File: src/rtl/moving_average_window_defines.svh
// Assertion macros shared by the moving average window RTL.
`ifndef MOVING_AVERAGE_WINDOW_DEFINES_SVH
`define MOVING_AVERAGE_WINDOW_DEFINES_SVH

// Same-cycle implication, checked outside reset.
`define MAVW_ASSERT_IMPLY(label, clk, rst, ante, cons) \
   label: assert property (@(posedge clk) disable iff (rst) (ante) |-> (cons)) \
      else $error("moving_average_window: assertion failed");

// Next-cycle implication, checked outside reset.
`define MAVW_ASSERT_NEXT(label, clk, rst, ante, cons) \
   label: assert property (@(posedge clk) disable iff (rst) (ante) |=> (cons)) \
      else $error("moving_average_window: assertion failed");

`endif

File: src/rtl/mavw_pkg.sv
// Types and fixed constants of the moving average window.
`default_nettype none

package mavw_pkg;

   localparam int WIN_BITS  = 7;
   localparam int AVG_BITS  = 24;
   localparam int FRAC_BITS = 8;

   localparam logic [WIN_BITS-1:0] WIN_RESET = 7'd8;

   localparam logic signed [AVG_BITS-1:0] AVG_MAX = {1'b0, {(AVG_BITS-1){1'b1}}};
   localparam logic signed [AVG_BITS-1:0] AVG_MIN = {1'b1, {(AVG_BITS-1){1'b0}}};

   typedef enum logic [1:0] {
      ST_IDLE,
      ST_UPDATE,
      ST_DIVIDE,
      ST_OUTPUT
   } state_type;

   // Divider status toward the sequencer.
   typedef struct packed {
      logic busy;
      logic done;
   } div_stat_type;

endpackage

`default_nettype wire

File: src/rtl/mavw_ring.sv
// Sample ring memory: one write port, one registered read port.
`default_nettype none

module mavw_ring #(
   parameter int DEPTH = 64,
   parameter int WIDTH = 16
) (
   input  logic                     clock,
   input  logic                     wr_en,
   input  logic [$clog2(DEPTH)-1:0] wr_addr,
   input  logic [WIDTH-1:0]         wr_data,
   input  logic                     rd_en,
   input  logic [$clog2(DEPTH)-1:0] rd_addr,
   output logic [WIDTH-1:0]         rd_data
);

   logic [WIDTH-1:0] mem [DEPTH];
   logic [WIDTH-1:0] rd_data_ff;

   always_ff @(posedge clock) begin
      if (wr_en) begin
         mem[wr_addr] <= wr_data;
      end
   end

   always_ff @(posedge clock) begin
      if (rd_en) begin
         rd_data_ff <= mem[rd_addr];
      end
   end

   assign rd_data = rd_data_ff;

endmodule

`default_nettype wire

File: src/rtl/mavw_sdiv.sv
// Bit-serial restoring divider: |sum| * 2^FRAC_BITS / count, signed result saturated.
`default_nettype none

module mavw_sdiv #(
   parameter int SUM_W = 22,
   parameter int CNT_W = 7
) (
   input  logic                                 clock,
   input  logic                                 reset,
   input  logic                                 start,
   input  logic signed [SUM_W-1:0]              start_sum,
   input  logic [CNT_W-1:0]                     start_count,
   output mavw_pkg::div_stat_type               stat,
   output logic signed [mavw_pkg::AVG_BITS-1:0] average
);

   import mavw_pkg::*;

   localparam int Q_W   = SUM_W + FRAC_BITS;
   localparam int CW    = $clog2(Q_W + 1);
   localparam int EXT_W = ((Q_W > AVG_BITS) ? Q_W : AVG_BITS) + 1;
   localparam logic [EXT_W-1:0] POS_LIM = EXT_W'(2**(AVG_BITS-1) - 1);
   localparam logic [EXT_W-1:0] NEG_LIM = EXT_W'(2**(AVG_BITS-1));

   logic [Q_W-1:0]   dq_ff, dq_in;      // dividend bits out at top, quotient bits in at bottom
   logic [CNT_W-1:0] rem_ff, rem_in;
   logic [CNT_W-1:0] div_ff, div_in;
   logic [CW-1:0]    cnt_ff, cnt_in;
   logic             neg_ff, neg_in;
   logic             busy_ff, busy_in;
   logic             done_ff, done_in;

   logic [SUM_W-1:0] sum_mag;
   logic [CNT_W:0]   trial;
   logic [CNT_W:0]   trial_sub;
   logic             trial_ge;
   logic [EXT_W-1:0] mag_ext;
   logic [EXT_W-1:0] neg_ext;

   assign sum_mag   = start_sum[SUM_W-1] ? $unsigned(-start_sum) : $unsigned(start_sum);
   assign trial     = {rem_ff, dq_ff[Q_W-1]};
   assign trial_ge  = trial >= {1'b0, div_ff};
   assign trial_sub = trial - {1'b0, div_ff};

   always_comb begin
      dq_in   = dq_ff;
      rem_in  = rem_ff;
      div_in  = div_ff;
      cnt_in  = cnt_ff;
      neg_in  = neg_ff;
      busy_in = busy_ff;
      done_in = 1'b0;
      if (start) begin
         dq_in   = {sum_mag, {FRAC_BITS{1'b0}}};
         rem_in  = '0;
         div_in  = start_count;
         cnt_in  = CW'(Q_W);
         neg_in  = start_sum[SUM_W-1];
         busy_in = 1'b1;
      end else if (busy_ff) begin
         dq_in  = {dq_ff[Q_W-2:0], trial_ge};
         rem_in = trial_ge ? trial_sub[CNT_W-1:0] : trial[CNT_W-1:0];
         cnt_in = cnt_ff - CW'(1);
         if (cnt_ff == CW'(1)) begin
            busy_in = 1'b0;
            done_in = 1'b1;
         end
      end
   end

   always_ff @(posedge clock) begin
      if (reset) begin
         busy_ff <= 1'b0;
         done_ff <= 1'b0;
      end else begin
         busy_ff <= busy_in;
         done_ff <= done_in;
      end
   end

   always_ff @(posedge clock) begin
      dq_ff  <= dq_in;
      rem_ff <= rem_in;
      div_ff <= div_in;
      cnt_ff <= cnt_in;
      neg_ff <= neg_in;
   end

   // sign and clamp of the finished quotient
   assign mag_ext = EXT_W'(dq_ff);
   assign neg_ext = ~mag_ext + EXT_W'(1);

   always_comb begin
      if (neg_ff) begin
         average = (mag_ext > NEG_LIM) ? AVG_MIN : $signed(neg_ext[AVG_BITS-1:0]);
      end else begin
         average = (mag_ext > POS_LIM) ? AVG_MAX : $signed(mag_ext[AVG_BITS-1:0]);
      end
   end

   assign stat.busy = busy_ff;
   assign stat.done = done_ff;

endmodule

`default_nettype wire

File: src/rtl/moving_average_window.sv
// Boxcar moving average: ring, running sum and bit-serial divider under one sequencer.
//
// Usage:
//  - req_ channel: one signed sample per transaction (req_valid / req_stall).
//  - rsp_ channel: one signed average per request, 8 fraction bits, truncated
//    toward zero (rsp_valid / rsp_stall). Results come out in request order.
//  - csr_ channel: writes window_length (valid / ready). Ready only while the
//    sequencer is idle; a write empties the window. 0 acts as 1, values above
//    MAX_WINDOW act as MAX_WINDOW.
//  - Sequence: an accepted request passes through the update, divide and
//    output states into the output register. The divider works on a
//    SUM_W-bit sum (SUM_W = SAMPLE_BITS + log2(MAX_WINDOW)) and retires one
//    quotient bit per cycle. Flow: a request is taken only while the
//    sequencer is idle, one sample at a time. A finished result waits in the
//    output register, so the next request is taken while it is stalled; a
//    second result waits for that register to drain.
//  - Reset: window empty, window_length = 8, no result pending.
//  - The ring value read back is used only at slots already written in this window.
`default_nettype none

`include "moving_average_window_defines.svh"

module moving_average_window #(
   parameter int MAX_WINDOW  = 64,
   parameter int SAMPLE_BITS = 16
) (
   input  logic                                 clock,
   input  logic                                 reset,
   // request channel
   input  logic                                 req_valid,
   output logic                                 req_stall,
   input  logic signed [SAMPLE_BITS-1:0]        req_sample,
   // response channel
   output logic                                 rsp_valid,
   input  logic                                 rsp_stall,
   output logic signed [mavw_pkg::AVG_BITS-1:0] rsp_average,
   // window length register
   input  logic                                 csr_valid,
   output logic                                 csr_ready,
   input  logic [mavw_pkg::WIN_BITS-1:0]        csr_window_length
);

   import mavw_pkg::*;

   localparam int AW    = $clog2(MAX_WINDOW);
   localparam int CNT_W = $clog2(MAX_WINDOW + 1);
   localparam int SUM_W = SAMPLE_BITS + $clog2(MAX_WINDOW);
   localparam int EW    = (WIN_BITS > CNT_W) ? WIN_BITS : CNT_W;

   state_type state_ff, state_in;

   logic [WIN_BITS-1:0]          win_ff, win_in;
   logic signed [SUM_W-1:0]      sum_ff, sum_in;
   logic [CNT_W-1:0]             fill_ff, fill_in;
   logic [AW-1:0]                ptr_ff, ptr_in;
   logic signed [SAMPLE_BITS-1:0] sample_ff;
   logic [AW-1:0]                slot_ff;
   logic                         full_ff;
   logic                         rsp_valid_ff, rsp_valid_in;
   logic signed [AVG_BITS-1:0]   rsp_average_ff;

   logic                          csr_write;
   logic                          item_accept;
   logic                          do_update;
   logic                          load_rsp;
   logic [EW-1:0]                 win_ext;
   logic [CNT_W-1:0]              win_eff;
   logic                          is_full;
   logic [CNT_W-1:0]              ptr_plus;
   logic [CNT_W-1:0]              fill_next;
   logic signed [SAMPLE_BITS-1:0] ring_rd;
   logic signed [SUM_W-1:0]       old_term;
   logic signed [SUM_W-1:0]       sum_next;
   logic signed [AVG_BITS-1:0]    div_average;
   div_stat_type                  div_stat;

   // effective window, clamped to 1..MAX_WINDOW
   assign win_ext = EW'(win_ff);
   always_comb begin
      if (win_ff == '0) begin
         win_eff = CNT_W'(1);
      end else if (win_ext > EW'(MAX_WINDOW)) begin
         win_eff = CNT_W'(MAX_WINDOW);
      end else begin
         win_eff = CNT_W'(win_ext);
      end
   end

   assign is_full  = fill_ff >= win_eff;
   assign ptr_plus = CNT_W'(ptr_ff) + CNT_W'(1);

   // ---------------------------------------------------------------- sequencer
   always_comb begin
      state_in = state_ff;
      unique case (state_ff)
         ST_IDLE: begin
            if (req_valid && !csr_valid) begin
               state_in = ST_UPDATE;
            end
         end
         ST_UPDATE: begin
            state_in = ST_DIVIDE;
         end
         ST_DIVIDE: begin
            if (div_stat.done) begin
               state_in = ST_OUTPUT;
            end
         end
         ST_OUTPUT: begin
            if (!rsp_valid_ff || !rsp_stall) begin
               state_in = ST_IDLE;
            end
         end
         default: begin
            state_in = ST_IDLE;
         end
      endcase
   end

   always_comb begin
      req_stall = 1'b1;
      csr_ready = 1'b0;
      do_update = 1'b0;
      load_rsp  = 1'b0;
      unique case (state_ff)
         ST_IDLE: begin
            req_stall = csr_valid;   // a register write takes the cycle
            csr_ready = 1'b1;
         end
         ST_UPDATE: begin
            do_update = 1'b1;
         end
         ST_DIVIDE: begin
         end
         ST_OUTPUT: begin
            load_rsp = !rsp_valid_ff || !rsp_stall;
         end
         default: begin
         end
      endcase
   end

   assign csr_write   = csr_valid && csr_ready;
   assign item_accept = req_valid && !req_stall;

   // ---------------------------------------------------------------- window state
   // When full the oldest slot is read during the accept cycle and replaced
   // in the update cycle; while filling, the slot is the fill count.
   assign old_term  = full_ff ? SUM_W'(ring_rd) : '0;
   assign sum_next  = sum_ff + SUM_W'(sample_ff) - old_term;
   assign fill_next = full_ff ? fill_ff : fill_ff + CNT_W'(1);

   always_comb begin
      win_in  = win_ff;
      sum_in  = sum_ff;
      fill_in = fill_ff;
      ptr_in  = ptr_ff;
      if (csr_write) begin
         win_in  = csr_window_length;
         sum_in  = '0;
         fill_in = '0;
         ptr_in  = '0;
      end else if (do_update) begin
         sum_in  = sum_next;
         fill_in = fill_next;
         if (full_ff) begin
            ptr_in = (ptr_plus == win_eff) ? '0 : ptr_plus[AW-1:0];
         end
      end
   end

   always_ff @(posedge clock) begin
      if (reset) begin
         state_ff <= ST_IDLE;
         win_ff   <= WIN_RESET;
         sum_ff   <= '0;
         fill_ff  <= '0;
         ptr_ff   <= '0;
      end else begin
         state_ff <= state_in;
         win_ff   <= win_in;
         sum_ff   <= sum_in;
         fill_ff  <= fill_in;
         ptr_ff   <= ptr_in;
      end
   end

   always_ff @(posedge clock) begin
      if (item_accept) begin
         sample_ff <= req_sample;
         full_ff   <= is_full;
         slot_ff   <= is_full ? ptr_ff : fill_ff[AW-1:0];
      end
   end

   mavw_ring #(
      .DEPTH (MAX_WINDOW),
      .WIDTH (SAMPLE_BITS)
   ) u_ring (
      .clock   (clock),
      .wr_en   (do_update),
      .wr_addr (slot_ff),
      .wr_data (sample_ff),
      .rd_en   (item_accept),
      .rd_addr (ptr_ff),
      .rd_data (ring_rd)
   );

   mavw_sdiv #(
      .SUM_W (SUM_W),
      .CNT_W (CNT_W)
   ) u_sdiv (
      .clock       (clock),
      .reset       (reset),
      .start       (do_update),
      .start_sum   (sum_next),
      .start_count (fill_next),
      .stat        (div_stat),
      .average     (div_average)
   );

   // ---------------------------------------------------------------- output register
   always_comb begin
      rsp_valid_in = rsp_valid_ff;
      if (load_rsp) begin
         rsp_valid_in = 1'b1;
      end else if (!rsp_stall) begin
         rsp_valid_in = 1'b0;
      end
   end

   always_ff @(posedge clock) begin
      if (reset) begin
         rsp_valid_ff <= 1'b0;
      end else begin
         rsp_valid_ff <= rsp_valid_in;
      end
   end

   always_ff @(posedge clock) begin
      if (load_rsp) begin
         rsp_average_ff <= div_average;
      end
   end

   assign rsp_valid   = rsp_valid_ff;
   assign rsp_average = rsp_average_ff;

   // ---------------------------------------------------------------- checks
   `MAVW_ASSERT_IMPLY(a_fill_in_window, clock, reset, 1'b1, fill_ff <= win_eff)
   `MAVW_ASSERT_IMPLY(a_ptr_zero_filling, clock, reset, !is_full, ptr_ff == '0)
   `MAVW_ASSERT_NEXT(a_update_starts_div, clock, reset, state_ff == ST_UPDATE,
                     div_stat.busy && state_ff == ST_DIVIDE)
   `MAVW_ASSERT_IMPLY(a_div_done_in_divide, clock, reset, div_stat.done,
                      state_ff == ST_DIVIDE && !div_stat.busy)

endmodule

`default_nettype wire

File: config.mk
export PLATFORM = sky130hd
export DESIGN_NAME = moving_average_window
export DESIGN_NICKNAME = d
export VERILOG_FILES = /design/src/rtl/mavw_pkg.sv /design/src/rtl/mavw_ring.sv /design/src/rtl/mavw_sdiv.sv /design/src/rtl/moving_average_window.sv
export VERILOG_INCLUDE_DIRS = /design/src /design/src/rtl
export SDC_FILE = /design/constraint.sdc
export NUM_CORES = 1
export LEC_CHECK = 0
export BUFFER_PORTS_ARGS = -buffer_cell sky130_fd_sc_hd__buf_4
export CORE_MARGIN = 5
export CORE_UTILIZATION = 45
export CTS_BUF_LIST = sky130_fd_sc_hd__clkbuf_2
export DETAILED_ROUTE_END_ITERATION = 7
export SLEW_MARGIN = 10
export SYNTH_ARGS = -nofsm -noshare
export SYNTH_HDL_FRONTEND = slang
export SYNTH_SLANG_ARGS = --single-unit
File: constraint.sdc
create_clock -name clock -period 9.9 [get_ports clock]
set_input_delay 0.495 -clock clock [delete_from_list [all_inputs] [get_ports clock]]
set_output_delay 0.495 -clock clock [all_outputs]
set_load 0.1 [all_outputs]
; Word-level counts from Yosys, hierarchy flattened
; Memories as Yosys holds them, arrays and structs flattened. A register that Yosys moved wholly into a read port is not among the register bits.
; Cells that the tools add are included.
[totals]
reg_bits = 144
ramBits = 1024
in_bits = 28
out_inout_bits = 27
elab_cells = 87
memories = 1
[op_classes]
addsub = 8
n_lt_le_gt_ge = 5
n_eq_ne = 9
n_mux = 29
n_bitwise = 2
reduce_logical = 15
[memory_table]
columns = memory, depth, width, rd, rd_ports_with_merged_regs, wr, line_no
row1 = u_ring.mem, 64, 16, 1, 1, 1, mavw_ring.sv:17  ; logic [WIDTH-1:0] mem [DEPTH];
[op_table]
columns = cell, n
row1 = $mux W24, 3
row2 = $mux W30, 2
row3 = $mux W22, 2
row4 = $gt A30 B23 Y1 const B, 1
row5 = $gt A30 B24 Y1 const B, 1
row6 = $mux W7, 4
row7 = $add A24 B1 Y24 const B, 1
row8 = $not A24 Y24, 1
row9 = $add A22 B16 Y22, 1
row10 = $neg A22 Y22, 1
row11 = $sub A22 B22 Y22, 1
row12 = $mux W1, 12
row13 = $mux W6, 2
row14 = $ge A8 B7 Y1, 1
row15 = $pmux W2 S4, 1
row16 = $add A6 B1 Y7 const B, 1
row17 = $add A7 B1 Y7 const B, 1
row18 = $eq A7 B7 Y1, 1
row19 = $ge A7 B7 Y1, 1
row20 = $gt A7 B7 Y1 const B, 1
row21 = $logic_not A7 Y1, 1
row22 = $sub A7 B7 Y7, 1
row23 = $mux W2, 3
row24 = $eq A5 B1 Y1 const B, 1
row25 = 15 further kinds, 23

; Longest topological paths before layout
[logic_depth]
ltp_word = 5
ltp_mapped = 17
depth_no_buf = 15

; Hierarchy
; Synthesis repeated with hierarchy kept, for this count alone.
[unflattened]
hier_cells = 2819
area_unflattened_um2 = 49607.6
[modules_own_cells]
columns = mod, n_inst, cells_per_inst, area_each_um2, seq_area_each_um2
row1 = mavw_ring, 1, 1829, 40202.3, 31230.0
row2 = moving_average_window, 1, 573, 5665.4, 2312.2
row3 = mavw_sdiv, 1, 417, 3739.8, 1341.3

; Worst setup path after synthesis
; OpenSTA, ideal clock, no wires.
[synth_path]
path_type = register -> register
startpoint = reg sample_ff[7]
endpoint = reg u_sdiv.dq_ff[28], data pin
setup_ns = 0.256
t_arrival_ns = 4.553
required_ns = 9.644
path_slack_ns = 5.091
stages_incl_launch_ff = 15
path_buffers = 1
period_less_slack_ns = 4.809
path_cell_list = edfxtp_1 > inv_1 > fa_1 > inv_1 > ha_1 > buf_6 > a21o_1 > o32ai_4 > a211oi_2 > or4_1 > a311o_1 > a2111o_1 > o41ai_2 > xnor2_1 > a22o_1
[synth_between]
elab_chain_cells = 5
[synth_rtl]
columns = item, line_no
row1 = "start, declared", moving_average_window.sv:56  ; logic signed [SAMPLE_BITS-1:0] sample_ff;
row2 = "start signal, assigned", moving_average_window.sv:190  ; sample_ff <= req_sample;
row3 = $add A22 B16 Y22 (*), moving_average_window.sv:150  ; assign sum_next = sum_ff + SUM_W'(sample_ff) - old_term;
row4 = $sub A22 B22 Y22 (*), moving_average_window.sv:150
row5 = $neg A22 Y22, mavw_sdiv.sv:40  ; assign sum_mag = start_sum[SUM_W-1] ? $unsigned(-start_sum) : $unsigned(start_sum);
row6 = $mux W22 (*), mavw_sdiv.sv:40
row7 = $mux W30 (*), mavw_sdiv.sv:53  ; if (start) begin
row8 = net u_sdiv.dq_in[28], mavw_sdiv.sv:25  ; logic [Q_W-1:0] dq_ff, dq_in;
row9 = "end signal, assigned", mavw_sdiv.sv:82  ; dq_ff <= dq_in;
row10 = "end, declared", mavw_sdiv.sv:25
; The timed path passes the listed nets; every way through them passes the cells marked *.
; A chain may end at the register's enable or synchronous reset.

; Final worst setup path
[layout_path]
startpoint = reg sample_ff[2]
endpoint = reg u_sdiv.dq_ff[14], data pin
; The elaborated chain is that of the path after synthesis.

==> reports/results.tsv <==
stage	metric	value	unit
global_route	All-Layer GR Usage	20.9	%
clock_tree	CTS buffer count	319	
route	Wirelength per Cell	26.0	um
layout	Reg area	34900	sq um
layout	# fillers	8976	
layout	post-route cell area	54800	sq um
global_route	met2 usage	34.4	%
power_and_ir_drop	Pwr Density	223	nW/um^2
run	max_cap viols	0	
worst_setup_path	maximum fanout along the worst path	41	
timing	Achievable Freq	0.173	GHz
power_and_ir_drop	Leak	0.0180	uW
placed_design	Port Buf Inserts	54	
placed_design	DP Area	51400	sq um
synthesis	Yosys cell types	75	
layout	nets	3077	
floorplan	row cnt	121	
timing	Worst Setup Slack, final	4130	ps
timing	Slew @ Worst Pin	1200	ps
timing	Hold Fails Final Rpt	0	
power_and_ir_drop	total power	12200	uW
timing	final setup violation count	0	
clock_tree	CTS sink cnt	1184	
synthesis	Seq cells post-synth	1184	
clock_tree	post-cts sizing count	0	
timing	Slew Viols, Final	0	
worst_setup_path	Critical Path RT	11040	ps
timing	RSZ-0062 raised after global routing	no	
route	Final ANT Viol Nets	0	
layout	Area growth syn-to-layout	12.1	%
clock_tree	post-CTS setup buffer count	0	
global_route	met3 Usage GRT	3.73	%
clock_tree	CTS clk-pin slew, worst paths	90	ps
route	WL final	120000	um
placed_design	placed wire-length estimate	67100	um
global_route	met1 Usage GRT	28.8	%
worst_setup_path	arrival time worst endpoint	6910	ps
global_route	antenna violations before repair	5	
global_route	grt ovf	0	
status	status	complete, no violations	
floorplan	Die Wd	340	um
synthesis	Syn. warnings	0	
power_and_ir_drop	VDD IR-drop max	103	uV
floorplan	Die ar.	115000	sq um
global_route	grt peak-use layer	met2	
timing	Fin Setup TNS	0	ps
global_route	vias in the first global route	27900	
floorplan	io pins	55	
route	DR DRC count	0	
worst_setup_path	R2R Setup Slk	4130	ps
route	Via density	5.76	
clock_tree	TritonCTS clock tree	built	
global_route	largest net degree at the start of global routing	125	
synthesis	Post-Syn Area	48900	sq um
layout	share of layout cells above drive strength 1	31.1	%
timing	final period utilization	58.3	%
synthesis	syn nets	2669	
synthesis	Post-synth EDFFs	1117	
synthesis	Post-Syn Instances	2573	
placed_design	Place WS	4280	ps
synthesis	FFs w/ async S/R, synth	0	%
route	DR vias	26500	
min_path	Hold Path Class	in2reg	
clock_tree	# H-tree levels	5	
route	Initial DRT Pass Iterations	5	
timing	Slew headroom	19.7	%
timing	Hold Slack	241	ps
synthesis	register area share after synthesis	71.3	%
floorplan	Core Region	108000	sq um
layout	area of the multi-input gates	13100	sq um
synthesis	Main synth FF type	edfxtp_1	
clock_tree	Hold Buf Count CTS	68	
timing	Final Skew	176	ps
worst_setup_path	kind of critical path	reg2reg	
worst_setup_path	Worst setup EP type	flip-flop	
floorplan	Vert. Die Dim	340	um
clock_tree	Max Root-Sink Buffers	4	
synthesis	syn avg cell area	19.0	sq um
placed_design	GPL Wtd Cong	0.820	
route	Iter 0 DRT Violations	2403	
timing	Tmin final	5770	ps
worst_setup_path	CP startpoint kind	flip-flop	
floorplan	initial core utilization	45.1	%
global_route	first-pass GRT wire length	178000	um
clock_tree	worst skew pair latency	1550	ps
clock_tree	root buffer cell	clkbuf_2	
-- worst max-delay path, cell delays in order, from the launching register on --
cell,delay [ps]
edfxtp_1,870
buf_4,580
inv_1,130
fa_1,520
inv_1,40
ha_1,340
o21ai_1,130
nor4_1,690
o21ai_0,300
nand4_1,220
a2111o_1,160
nand3_1,390
inv_1,480
o21ai_0,190
xnor2_1,160
a22o_1,170
-- cells in the mapped netlist, types with 4 or more instances --
| cell type | instances | area share, % |
|---|---|---|
| mux2_2 | 8 | 0.18 |
| a31oi_1 | 4 | 0.051 |
| nor2b_1 | 12 | 0.15 |
| inv_1 | 115 | 0.88 |
| fa_1 | 22 | 0.90 |
| nand2b_1 | 22 | 0.28 |
| a211oi_1 | 18 | 0.28 |
| edfxtp_1 | 1117 | 69 |
| o21ai_1 | 4 | 0.041 |
| buf_1 | 32 | 0.25 |
| nor2_1 | 159 | 1.2 |
| o211ai_1 | 7 | 0.11 |
| mux2i_1 | 29 | 0.59 |
| or3_4 | 4 | 0.092 |
| or3_1 | 10 | 0.13 |
| and3_1 | 11 | 0.14 |
| a22o_1 | 22 | 0.39 |
| mux4_2 | 336 | 15 |
| xnor2_1 | 33 | 0.59 |
| nand2_1 | 74 | 0.57 |
| ha_1 | 46 | 1.2 |
| xor2_1 | 26 | 0.47 |
| clkbuf_1 | 98 | 0.75 |
| nand3_1 | 35 | 0.36 |
| nand4_1 | 11 | 0.14 |
| o21ai_0 | 45 | 0.46 |
| nor3_1 | 29 | 0.30 |
| a2111oi_0 | 4 | 0.072 |
| o311ai_0 | 16 | 0.29 |
| o311a_1 | 4 | 0.082 |
| a21oi_1 | 36 | 0.37 |
| o21a_1 | 6 | 0.092 |
| nor4_1 | 6 | 0.077 |
| dfxtp_1 | 67 | 2.7 |
| o31ai_1 | 5 | 0.077 |
| a21o_1 | 14 | 0.21 |
| and2_1 | 22 | 0.28 |
-- kinds of logic after synthesis --
family / count (synthesis) / share of synthesized area [%]
xor gates and xnor gates: 59 / 1.06
adders and majority gates: 68 / 2.08
buffers and inverters: 250 / 1.94
AOI/OAI and AO/OA: 217 / 3.17
muxes: 373 / 16.2
and+or+nand+nor: 422 / 4.22
DFF: 1184 / 71.3
-- through the flow --
stage,instances,utilization [%]
6_report,4602,50.6
5_1_grt,4599,50.6
4_1_cts,4593,50.5
3_5_place_dp,4005,47.4
3_3_place_gp,4005,47.4
2_1_floorplan,2573,-
-- layout make-up --
class	instances	share of cell area (%)
sequential	1184	63.6
clock buffer	441	4.03
inverter	116	0.794
clock inverter	79	0.876
timing repair buffer	221	3.44
antenna	8	0.0365
tap	1414	3.23
multi-input combinational	1139	24.0
-- final timing paths --
check,start,to,cells after the start
max,sample_ff[2],u_sdiv.dq_ff[14],15
min,req_sample[14],sample_ff[14],3
max reg2reg,sample_ff[2],u_sdiv.dq_ff[14],15
min reg2reg,sum_ff[18],sum_ff[18],2
-- routing by layer --
layer	vias to the layer above	wire, um
li1	11400	-
met1	13900	51300
met2	1059	59000
met3	194	7060
met4	0	2400
met5	-	0
-- power breakdown --
| group | total [uW] | switching, uW | internal (uW) |
|---|---|---|---|
| Sequential | 6010 | 197 | 5810 |
| Combinational | 2930 | 1780 | 1150 |
| Clock | 3270 | 1920 | 1350 |
| Total | 12200 | 3890 | 8310 |
-- state kept, by name (all words and copies together) (netlist names) --
name            flops
u_sdiv.dq_ff       30
u_sdiv.neg_ff       1
state_ff            2
u_sdiv.done_ff      1
sample_ff          16
u_sdiv.rem_ff       7
win_ext             7
u_sdiv.cnt_ff       5
u_ring.rd_data     16
rsp_valid           1
full_ff             1
ptr_ff              6
rsp_average        24
u_ring.mem       1024
u_sdiv.busy_ff      1
sum_ff             22
u_sdiv.div_ff       7
slot_ff             6
fill_ff             7
-- placed cells by master, fill, tap and decap left out, drive strengths merged, types with 16 or more instances in the layout --
master,n
o21ai,49
ha,46
nand2,74
a22o,22
clkinv,70
edfxtp,1117
a21oi,36
mux4,336
nor2,159
fa,22
a211oi,20
o311ai,16
buf,152
dfxtp,67
xor2,26
nor3,31
mux2i,29
nand2b,22
inv,118
clkbuf,442
nand3,35
and2,22
xnor2,33
dlygate4sd3,68
Power figures use the tool's default switching activity.
